## src/sv/ild_pkg.sv

```systemverilog
// Shared types, constants and opcode descriptor tables for the x86 length decoder.
// No dependencies; used by ild_step.sv and x86_instruction_length_decoder_top.sv.
package ild_pkg;

  // Descriptor bits
  localparam logic [7:0] D_IMM8   = 8'h01;
  localparam logic [7:0] D_IMM    = 8'h02;
  localparam logic [7:0] D_MOFFS  = 8'h04;
  localparam logic [7:0] D_BRANCH = 8'h20;
  localparam logic [7:0] D_MODRM  = 8'h40;
  localparam logic [7:0] D_KNOWN  = 8'h80;

  // Result status codes
  localparam logic [1:0] ST_OK      = 2'd0;
  localparam logic [1:0] ST_UNKNOWN = 2'd1;
  localparam logic [1:0] ST_OPSIZE  = 2'd2;
  localparam logic [1:0] ST_OVERRUN = 2'd3;

  // Opcode bytes with special handling
  localparam logic [7:0] OP_ESC    = 8'h0f;
  localparam logic [7:0] OP_OPSIZE = 8'h66;
  localparam logic [7:0] OP_C7     = 8'hc7;
  localparam logic [7:0] OP_F6     = 8'hf6;
  localparam logic [7:0] OP_F7     = 8'hf7;
  localparam logic [7:0] MODRM_F8  = 8'hf8;

  typedef enum logic [2:0] {
    PH_PREFIX = 3'd0,
    PH_OPC2   = 3'd1,
    PH_MODRM  = 3'd2,
    PH_SIB    = 3'd3,
    PH_DISP   = 3'd4,
    PH_IMM    = 3'd5
  } phase_t;

  typedef enum logic [1:0] {
    ACT_MORE = 2'd0,
    ACT_OK   = 2'd1,
    ACT_UNK  = 2'd2,
    ACT_OSZ  = 2'd3
  } act_t;

  typedef struct packed {
    logic [7:0] code_byte;
    logic       last_in_block;
  } ild_in_t;

  typedef struct packed {
    logic [1:0] status;
    logic [7:0] length;
    logic [7:0] rel_offset;
    logic [2:0] rel_size;
  } ild_out_t;

  typedef struct packed {
    phase_t     phase;
    logic       rex_w_seen;
    logic       size_override;
    logic       two_byte_map;
    logic [7:0] opcode_held;
    logic [7:0] descriptor;
    logic [7:0] modrm_held;
    logic [7:0] byte_count;
    logic [3:0] bytes_left;
    logic [7:0] rel_start;
    logic [2:0] rel_width;
    logic       skip_block;
  } ild_state_t;

  localparam ild_state_t STATE_RESET = '{
    phase: PH_PREFIX, rex_w_seen: 1'b0, size_override: 1'b0, two_byte_map: 1'b0,
    opcode_held: 8'h00, descriptor: 8'h00, modrm_held: 8'h00, byte_count: 8'h00,
    bytes_left: 4'h0, rel_start: 8'h00, rel_width: 3'd0, skip_block: 1'b0
  };

  // One-byte opcode map descriptor
  function automatic logic [7:0] rom_one(input logic [7:0] b);
    logic [7:0] d;
    d = 8'h00;
    priority if (b < 8'h40) begin
      if (b[2:0] <= 3'd3)      d = D_KNOWN | D_MODRM;
      else if (b[2:0] == 3'd4) d = D_KNOWN | D_IMM8;
      else if (b[2:0] == 3'd5) d = D_KNOWN | D_IMM;
      else                     d = 8'h00;
    end
    else if (b >= 8'h50 && b <= 8'h5f) d = D_KNOWN;
    else if (b == 8'h63) d = D_KNOWN | D_MODRM;
    else if (b == 8'h68) d = D_KNOWN | D_IMM;
    else if (b == 8'h69) d = D_KNOWN | D_MODRM | D_IMM;
    else if (b == 8'h6a) d = D_KNOWN | D_IMM8;
    else if (b == 8'h6b) d = D_KNOWN | D_MODRM | D_IMM8;
    else if (b >= 8'h6c && b <= 8'h6f) d = D_KNOWN;
    else if (b >= 8'h70 && b <= 8'h7f) d = D_KNOWN | D_BRANCH | D_IMM8;
    else if (b == 8'h80 || b == 8'h83) d = D_KNOWN | D_MODRM | D_IMM8;
    else if (b == 8'h81) d = D_KNOWN | D_MODRM | D_IMM;
    else if (b >= 8'h84 && b <= 8'h8e) d = D_KNOWN | D_MODRM;
    else if ((b >= 8'h90 && b <= 8'h99) || (b >= 8'h9b && b <= 8'h9f)) d = D_KNOWN;
    else if (b >= 8'ha0 && b <= 8'ha3) d = D_KNOWN | D_MOFFS;
    else if ((b >= 8'ha4 && b <= 8'ha7) || (b >= 8'haa && b <= 8'haf)) d = D_KNOWN;
    else if (b == 8'ha8) d = D_KNOWN | D_IMM8;
    else if (b == 8'ha9) d = D_KNOWN | D_IMM;
    else if (b >= 8'hb0 && b <= 8'hb7) d = D_KNOWN | D_IMM8;
    else if (b >= 8'hb8 && b <= 8'hbf) d = D_KNOWN | D_IMM;
    else if (b == 8'hc0 || b == 8'hc1 || b == 8'hc6) d = D_KNOWN | D_MODRM | D_IMM8;
    else if (b == 8'hc3 || b == 8'hcb || b == 8'hcc) d = D_KNOWN;
    else if (b == 8'hc7) d = D_KNOWN | D_MODRM | D_IMM;
    else if (b == 8'hcd) d = D_KNOWN | D_IMM8;
    else if (b >= 8'hd0 && b <= 8'hd3) d = D_KNOWN | D_MODRM;
    else if (b >= 8'he4 && b <= 8'he7) d = D_KNOWN | D_IMM8;
    else if (b == 8'he8 || b == 8'he9) d = D_KNOWN | D_BRANCH | D_IMM;
    else if (b == 8'heb) d = D_KNOWN | D_BRANCH | D_IMM8;
    else if (b >= 8'hec && b <= 8'hef) d = D_KNOWN;
    else if (b == 8'hf1 || b == 8'hf4 || b == 8'hf5) d = D_KNOWN;
    else if (b == 8'hf6 || b == 8'hf7 || b == 8'hfe || b == 8'hff) d = D_KNOWN | D_MODRM;
    else if (b >= 8'hf8 && b <= 8'hfd) d = D_KNOWN;
    else d = 8'h00;
    return d;
  endfunction

  // Two-byte (0x0f escape) opcode map descriptor
  function automatic logic [7:0] rom_two(input logic [7:0] b);
    logic [7:0] d;
    d = 8'h00;
    priority if (b <= 8'h03) d = D_KNOWN | D_MODRM;
    else if (b == 8'h06 || b == 8'h09 || b == 8'h0b) d = D_KNOWN;
    else if (b >= 8'h18 && b <= 8'h23) d = D_KNOWN | D_MODRM;
    else if (b >= 8'h30 && b <= 8'h33) d = D_KNOWN;
    else if (b >= 8'h40 && b <= 8'h4f) d = D_KNOWN | D_MODRM;
    else if (b >= 8'h80 && b <= 8'h8f) d = D_KNOWN | D_BRANCH | D_IMM;
    else if (b >= 8'h90 && b <= 8'h9f) d = D_KNOWN | D_MODRM;
    else if ((b >= 8'ha0 && b <= 8'ha2) || b == 8'ha8 || b == 8'ha9) d = D_KNOWN;
    else if (b == 8'ha4 || b == 8'hac || b == 8'hba) d = D_KNOWN | D_MODRM | D_IMM8;
    else if (b == 8'ha3 || b == 8'ha5 || b == 8'hab) d = D_KNOWN | D_MODRM;
    else if (b >= 8'had && b <= 8'hb9) d = D_KNOWN | D_MODRM;
    else if ((b >= 8'hbb && b <= 8'hc1) || b == 8'hc7) d = D_KNOWN | D_MODRM;
    else if (b >= 8'hc8 && b <= 8'hcf) d = D_KNOWN;
    else d = 8'h00;
    return d;
  endfunction

endpackage

```

## src/sv/x86_instruction_length_decoder_top.sv

```systemverilog
// Top level of the x86 instruction length decoder: input register, decode state, result register.
// Depends on ild_pkg and ild_step.
//
//  channel  | dir | handshake               | payload
//  ---------+-----+-------------------------+-------------------------------------------
//  byte     | in  | byte_valid / byte_stall | byte_item: code_byte, last_in_block
//  res      | out | res_valid / res_stall   | res_item: status, length, rel_offset, rel_size
//
// One code byte per cycle sustained while the result output is not stalled. A byte is
// registered on acceptance and decoded against the held decoder state when the decode stage
// fires; its result (if any) lands in the result register at that edge, with the state update.
// Reset returns to the prefix phase with nothing held. A stalled result holds the decode stage,
// which then stalls the byte input.
module x86_instruction_length_decoder_top (
  input  logic              clk,
  input  logic              rst,
  input  logic              byte_valid,
  output logic              byte_stall,
  input  ild_pkg::ild_in_t  byte_item,
  output logic              res_valid,
  input  logic              res_stall,
  output ild_pkg::ild_out_t res_item
);
  import ild_pkg::*;

  logic       s1_valid;
  ild_in_t    s1_item;
  logic       s1_fire;
  ild_state_t state;
  ild_state_t state_next;
  logic       emit;
  ild_out_t   res_next;

  // Decode stage advances when the result register is free or draining
  assign s1_fire    = s1_valid && (!res_valid || !res_stall);
  assign byte_stall = s1_valid && !s1_fire;

  ild_step u_step (
    .cur  (state),
    .item (s1_item),
    .nxt  (state_next),
    .emit (emit),
    .res  (res_next)
  );

  // Input register
  always_ff @(posedge clk) begin
    if (rst) begin
      s1_valid <= 1'b0;
    end else if (!byte_stall) begin
      s1_valid <= byte_valid;
    end
  end

  always_ff @(posedge clk) begin
    if (!byte_stall && byte_valid) begin
      s1_item <= byte_item;
    end
  end

  // Decoder state
  always_ff @(posedge clk) begin
    if (rst) begin
      state <= STATE_RESET;
    end else if (s1_fire) begin
      state <= state_next;
    end
  end

  // Result register
  always_ff @(posedge clk) begin
    if (rst) begin
      res_valid <= 1'b0;
    end else begin
      res_valid <= s1_fire ? emit : (res_valid && res_stall);
    end
  end

  always_ff @(posedge clk) begin
    if (s1_fire && emit) begin
      res_item <= res_next;
    end
  end

  // Checks
  a_empty_no_stall: assert property (@(posedge clk) !s1_valid |-> !byte_stall)
    else $error("byte input stalled with empty decode stage");

  a_err_zero: assert property (@(posedge clk) disable iff (rst)
    res_valid && res_item.status != ST_OK |-> res_item.length == 8'd0 &&
      res_item.rel_size == 3'd0 && res_item.rel_offset == 8'd0)
    else $error("error result carries length or relative field");

  a_rel_size: assert property (@(posedge clk) disable iff (rst)
    res_valid |-> res_item.rel_size == 3'd0 || res_item.rel_size == 3'd1 ||
      res_item.rel_size == 3'd4)
    else $error("bad relative field size");

  a_reset_state: assert property (@(posedge clk)
    rst |=> state.phase == PH_PREFIX && !state.skip_block && !res_valid)
    else $error("decoder not cleared by reset");

  a_skip_clean: assert property (@(posedge clk) disable iff (rst)
    state.skip_block |-> state.phase == PH_PREFIX && state.byte_count == 8'd0)
    else $error("skipping block with decode in progress");

endmodule

```

## src/sv/ild_step.sv

```systemverilog
// Per-byte next-state and result logic of the x86 length decoder.
// Depends on ild_pkg (state/item types, descriptor tables).
module ild_step (
  input  ild_pkg::ild_state_t cur,
  input  ild_pkg::ild_in_t    item,
  output ild_pkg::ild_state_t nxt,
  output logic                emit,
  output ild_pkg::ild_out_t   res
);
  import ild_pkg::*;

  logic [7:0] b;
  logic [1:0] md;
  logic [2:0] rg;
  logic [2:0] rm;
  logic [7:0] bc;
  logic [7:0] d;
  logic [3:0] osize;
  logic [3:0] isz;
  logic [3:0] disp_n;
  logic       do_disp;
  logic       do_aa;
  logic       movabs;
  logic [3:0] left_dec;
  act_t       act;

  assign b  = item.code_byte;
  assign md = b[7:6];
  assign rg = b[5:3];
  assign rm = b[2:0];
  assign bc = (cur.byte_count == 8'hff) ? 8'hff : cur.byte_count + 8'd1;
  assign left_dec = (cur.bytes_left != 4'd0) ? cur.bytes_left - 4'd1 : 4'd0;

  always_comb begin
    nxt     = cur;
    emit    = 1'b0;
    res     = '0;
    act     = ACT_MORE;
    do_disp = 1'b0;
    do_aa   = 1'b0;
    disp_n  = 4'd0;
    d       = 8'h00;
    osize   = 4'd4;
    isz     = 4'd0;
    movabs  = 1'b0;

    if (cur.skip_block) begin
      // Discard bytes until the block ends
      if (item.last_in_block) begin
        nxt = STATE_RESET;
      end
    end else begin
      nxt.byte_count = bc;

      // Phase handling
      unique case (cur.phase)
        PH_OPC2: begin
          d = rom_two(b);
          nxt.opcode_held = b;
          nxt.descriptor  = d;
          if ((d & D_KNOWN) == 8'h00)      act = ACT_UNK;
          else if ((d & D_MODRM) != 8'h00) nxt.phase = PH_MODRM;
          else                             do_aa = 1'b1;
        end
        PH_MODRM: begin
          nxt.modrm_held = b;
          if (!cur.two_byte_map) begin
            if (cur.opcode_held == OP_C7 && b == MODRM_F8)
              nxt.descriptor = nxt.descriptor | D_BRANCH;
            if (cur.opcode_held == OP_F6 && rg <= 3'd1)
              nxt.descriptor = nxt.descriptor | D_IMM8;
            if (cur.opcode_held == OP_F7 && rg <= 3'd1)
              nxt.descriptor = nxt.descriptor | D_IMM;
          end
          if (md == 2'd0 && rm == 3'd5) begin
            // RIP-relative displacement
            nxt.rel_start = bc;
            nxt.rel_width = 3'd4;
            do_disp = 1'b1;
            disp_n  = 4'd4;
          end else if (md != 2'd3 && rm == 3'd4) begin
            nxt.phase = PH_SIB;
          end else begin
            do_disp = 1'b1;
            disp_n  = (md == 2'd1) ? 4'd1 : ((md == 2'd2) ? 4'd4 : 4'd0);
          end
        end
        PH_SIB: begin
          do_disp = 1'b1;
          if (cur.modrm_held[7:6] == 2'd0 && b[2:0] == 3'd5) disp_n = 4'd4;
          else if (cur.modrm_held[7:6] == 2'd1)              disp_n = 4'd1;
          else if (cur.modrm_held[7:6] == 2'd2)              disp_n = 4'd4;
          else                                               disp_n = 4'd0;
        end
        PH_DISP: begin
          nxt.bytes_left = left_dec;
          if (left_dec == 4'd0) do_aa = 1'b1;
        end
        PH_IMM: begin
          nxt.bytes_left = left_dec;
          if (left_dec == 4'd0) act = ACT_OK;
        end
        default: begin
          // Prefix phase: legacy prefixes, REX, escape, or a one-byte opcode
          priority if (b == 8'h26 || b == 8'h2e || b == 8'h36 || b == 8'h3e ||
                       b == 8'h64 || b == 8'h65 || b == 8'hf0 || b == 8'hf2 ||
                       b == 8'hf3) begin
            nxt.rex_w_seen = 1'b0;
          end else if (b == OP_OPSIZE) begin
            nxt.size_override = 1'b1;
            nxt.rex_w_seen    = 1'b0;
          end else if (b == OP_ESC) begin
            nxt.two_byte_map = 1'b1;
            nxt.phase        = PH_OPC2;
          end else if (b[7:4] == 4'h4) begin
            nxt.rex_w_seen = b[3];
          end else begin
            d = rom_one(b);
            nxt.opcode_held = b;
            nxt.descriptor  = d;
            if ((d & D_KNOWN) == 8'h00)      act = ACT_UNK;
            else if ((d & D_MODRM) != 8'h00) nxt.phase = PH_MODRM;
            else                             do_aa = 1'b1;
          end
        end
      endcase

      // Start of displacement bytes, if any
      if (do_disp) begin
        if (disp_n == 4'd0) begin
          do_aa = 1'b1;
        end else begin
          nxt.bytes_left = disp_n;
          nxt.phase      = PH_DISP;
        end
      end

      // Addressing done: branch check and immediate size
      if (do_aa) begin
        osize  = nxt.rex_w_seen ? 4'd8 : (nxt.size_override ? 4'd2 : 4'd4);
        movabs = !nxt.two_byte_map && (nxt.opcode_held[7:3] == 5'b10111);
        if ((nxt.descriptor & D_BRANCH) != 8'h00 && osize == 4'd2) begin
          act = ACT_OSZ;
        end else begin
          if ((nxt.descriptor & D_BRANCH) != 8'h00) begin
            nxt.rel_start = bc;
            nxt.rel_width = ((nxt.descriptor & D_IMM8) != 8'h00) ? 3'd1 : 3'd4;
          end
          if ((nxt.descriptor & D_IMM8) != 8'h00)       isz = 4'd1;
          else if ((nxt.descriptor & D_MOFFS) != 8'h00) isz = 4'd8;
          else if ((nxt.descriptor & D_IMM) != 8'h00)
            isz = (osize == 4'd8 && !movabs) ? 4'd4 : osize;
          else                                          isz = 4'd0;
          if (isz == 4'd0) begin
            act = ACT_OK;
          end else begin
            nxt.bytes_left = isz;
            nxt.phase      = PH_IMM;
          end
        end
      end

      // Result on instruction end, error, or block end mid-instruction
      if (act != ACT_MORE || item.last_in_block) begin
        emit = 1'b1;
        unique case (act)
          ACT_OK: begin
            res.status = ST_OK;
            res.length = bc;
            if (nxt.rel_width != 3'd0) begin
              res.rel_offset = nxt.rel_start;
              res.rel_size   = nxt.rel_width;
            end
          end
          ACT_MORE: res.status = ST_OVERRUN;
          ACT_UNK:  res.status = ST_UNKNOWN;
          default:  res.status = ST_OPSIZE;
        endcase
        nxt = STATE_RESET;
        nxt.skip_block = (act == ACT_UNK || act == ACT_OSZ) && !item.last_in_block;
      end
    end
  end

endmodule

```

## config.mk

```make
export PLATFORM = sky130hd
export DESIGN_NAME = x86_instruction_length_decoder_top
export DESIGN_NICKNAME = d
export VERILOG_FILES = /design/src/sv/ild_pkg.sv /design/src/sv/x86_instruction_length_decoder_top.sv /design/src/sv/ild_step.sv
export SDC_FILE = /design/constraint.sdc
export NUM_CORES = 1
export LEC_CHECK = 0
export ABC_AREA = 0
export BUFFER_PORTS_ARGS = -buffer_cell sky130_fd_sc_hd__buf_2
export CORE_AREA = 5 5 132 134
export DETAILED_ROUTE_END_ITERATION = 12
export DIE_AREA = 0 0 137 139
export REMOVE_ABC_BUFFERS = 1
export SLEW_MARGIN = 20
export SYNTH_ARGS = -nofsm -noshare
export SYNTH_HDL_FRONTEND = slang
export SYNTH_HIERARCHICAL = 1
export SYNTH_SLANG_ARGS = --single-unit
```

## constraint.sdc

```tcl
create_clock -name clk -period 4.9 [get_ports clk]
set_input_delay 0.735 -clock clk [delete_from_list [all_inputs] [get_ports clk]]
set_output_delay 0.735 -clock clk [all_outputs]
set_load 0.01 [all_outputs]
```

==> metrics.md <==
| Metric | Value |
|---|---|
| Outcome | completed |
| Number of global-route vias before repair | 5,030 |
| Aggregate global-route resource usage | 0.1687 |
| Lkg Pwr | 2.113 nW |
| Clock transition at path regs | 0.06 ns |
| First-pass iteration count of the detailed router | 5 |
| Via density | 5.897 |
| Initial DRC Count | 584 |
| Kind of critical path | reg2reg |
| Residual DRC | 0 |
| Clock skew | 0.008100 ns |
| DP Worst Slack | 0.7739 ns |
| Reg2reg end | state[42] |
| Final WS setup | 0.8540 ns |
| Postcts setup bufs | 0 |
| CTS H-tree lvls | 3 |
| Post-CTS Hold Buffers | 0 |
| Hold path startpoint | state[6] |
| Reg2reg start | s1_item[6] |
| Die area | 0.01904 mm2 |
| Post-route setup TNS | 0 ns |
| Slew margin rel. | 0.3914 |
| Placer Congestion | 0.9684 |
| Syn. warnings | 6 |
| WL final | 16.31 mm |
| First-pass GRT wire length | 26.06 mm |
| Worst VDD drop | 181.8 uV |
| Clk sinks | 76 |
| Worst skew pair latency | 0.35 ns |
| Slowest stage delay, CP | 0.89 ns |
| Hold EP | state[6] |
| RSZ-0062 raised after global routing | false |
| Antenna Violating Nets Remaining | 0 |
| Post-Syn Instances | 702 |
| Avg WL per Cell | 17.65 um |
| Hold Path Depth | 2 |
| Root Buffer | clkbuf_16 |
| # setup viols final | 0 |
| Worst r2r path cells | 11 |
| Crit end category | flop |
| CP Launch Type | flop |
| TritonCTS clock tree | yes |
| Netlist Area Pre-Place | 0.006086 mm2 |
| PD cells | 266.1 mW/mm2 |
| Fin cells | 924 |
| Port Buf Inserts | 35 |
| Initial antenna violation count | 0 |
| Crit path max-delay cell type | edfxtp_1 |
| Max Clock Freq | 247.2 MHz |
| Final slew viol count | 0 |
| Layout Utilization | 0.4011 |
| Fin Hold WS | 0.4949 ns |
| Nets@finish | 713 |
| Hold crit path type | reg2reg |
| CP required | 5.11 ns |
| Worst slew pin tran | 0.9130 ns |
| Post-DP HPWL | 11.46 mm |
| Total grt overflow | 0 |
| Largest net degree at the start of global routing | 91 |
| CTS Buf Count | 9 |
| Resized Gates After CTS | 0 |
| Inst Count DP | 907 |
| Fin crit share | 0.8257 |
| I/O pin count | 36 |
| P&R area growth vs syn | 6.579% |
| Starting Density | 0.3763 |
| Die X | 137 um |
| Post-Syn Area per Cell | 8.669 um2 |
| Minimum clock period | 4.046 ns |
| Site Rows | 47 |
| Core area | 0.01617 mm2 |
| Vias | 5,449 |
| CP most frequent cell | nand2b_1 |
| Max-Cap Viols | 0 |
| Critical Path AT | 4.25 ns |
| Worst path cell trace | nand2b_1 -> o32a_1 -> o21ai_2 -> nor2_2 -> o311ai_4 -> a31oi_4 -> o211ai_4 -> nor2_1 -> a22o_1 -> nand2b_1 -> mux2i_1 |
| Clock buffer depth | 2 |
| Fin. Hold Viols | 0 |
| R2R setup slack | 0.85 ns |
| Layout cells sized above 1 | 0.1364 |
| Die Span Y | 139 um |
| CP max FO | 22 |
| Antenna Cells | 0 |
## placed cells by master (no fill, tap or decap), drive strengths merged, types with 4 or more instances in the layout
cell type / n
clkbuf: 10
nor2b: 12
edfxtp: 30
inv: 15
or3: 5
and3: 7
nand2: 48
nor3: 14
a22o: 21
o21ai: 37
o221ai: 4
o2bb2ai: 5
nand4: 4
nor4b: 6
a2bb2oi: 4
and2: 10
o31ai: 7
a21oi: 40
dfxtp: 46
o22ai: 4
or2: 8
buf: 45
o21a: 4
nand3: 28
o211ai: 7
nor2: 46
a32oi: 6
a31oi: 9
mux2i: 48
nand2b: 103
## worst max-delay path, delay by kind of cell (launching register included)
family          cells  cell delay [ns]
compound gates      6             2.21
flops               1             0.89
mux                 1             0.07
simple gates        4             0.72
## layer usage
| layer | vias up | share of wire | track usage | wire length [um] |
|---|---|---|---|---|
| met2 | 241 | 0.48 | 0.2745 | 7785 |
| met3 | 49 | 0.059 | 0.04209 | 962 |
| met4 | 0 | 0.035 | 0.06040 | 565 |
| met1 | 2589 | 0.43 | 0.2158 | 6991 |
| li1 | 2570 | - | - | - |
| met5 | - | 0 | 0 | 0 |
## final cells by class
type	count	area, um2
Clock inverter	6	62.56
Timing Repair Buffer	45	260.3
Inverter	13	48.80
Clock buffer	10	229.0
Fill cell	1639	9686
Multi-Input combinational cell	554	3789
Tap cell	220	275.3
Sequential cell	76	1822
## registers in the layout (all words and copies together) (netlist names)
signal	flops
res_valid	1
state	44
s1_valid	1
res_item	21
s1_item	9
## power breakdown
part | internal, W | switching [W]
logic | 0.000134 | 0.000206
clock network | 0.000395 | 0.000273
registers | 0.000683 | 0.0000355
## how the worst max path moves through the flow
| stage | from | to | slack, ns |
|---|---|---|---|
| after global placement | s1_item[7] | state[46] | 1.00 |
| final | s1_item[6] | state[42] | 0.85 |
| after CTS | s1_item[7] | state[42] | 0.80 |
| after floorplan | s1_item[7] | res_item[0] | 0.73 |
| after global routing | s1_item[6] | state[48] | 0.64 |
| after detailed placement | s1_item[7] | state[42] | 0.77 |
## metrics by stage
stage               area [um2]   power, W
global route              6486   0.001802
finish                    6486   0.001726
CTS                       6469   0.001738
global placement          6177   0.001061
floorplan                 5648  0.0009598
detailed placement        6177   0.001066
Note: power is estimated with default switching activity, not from simulation.
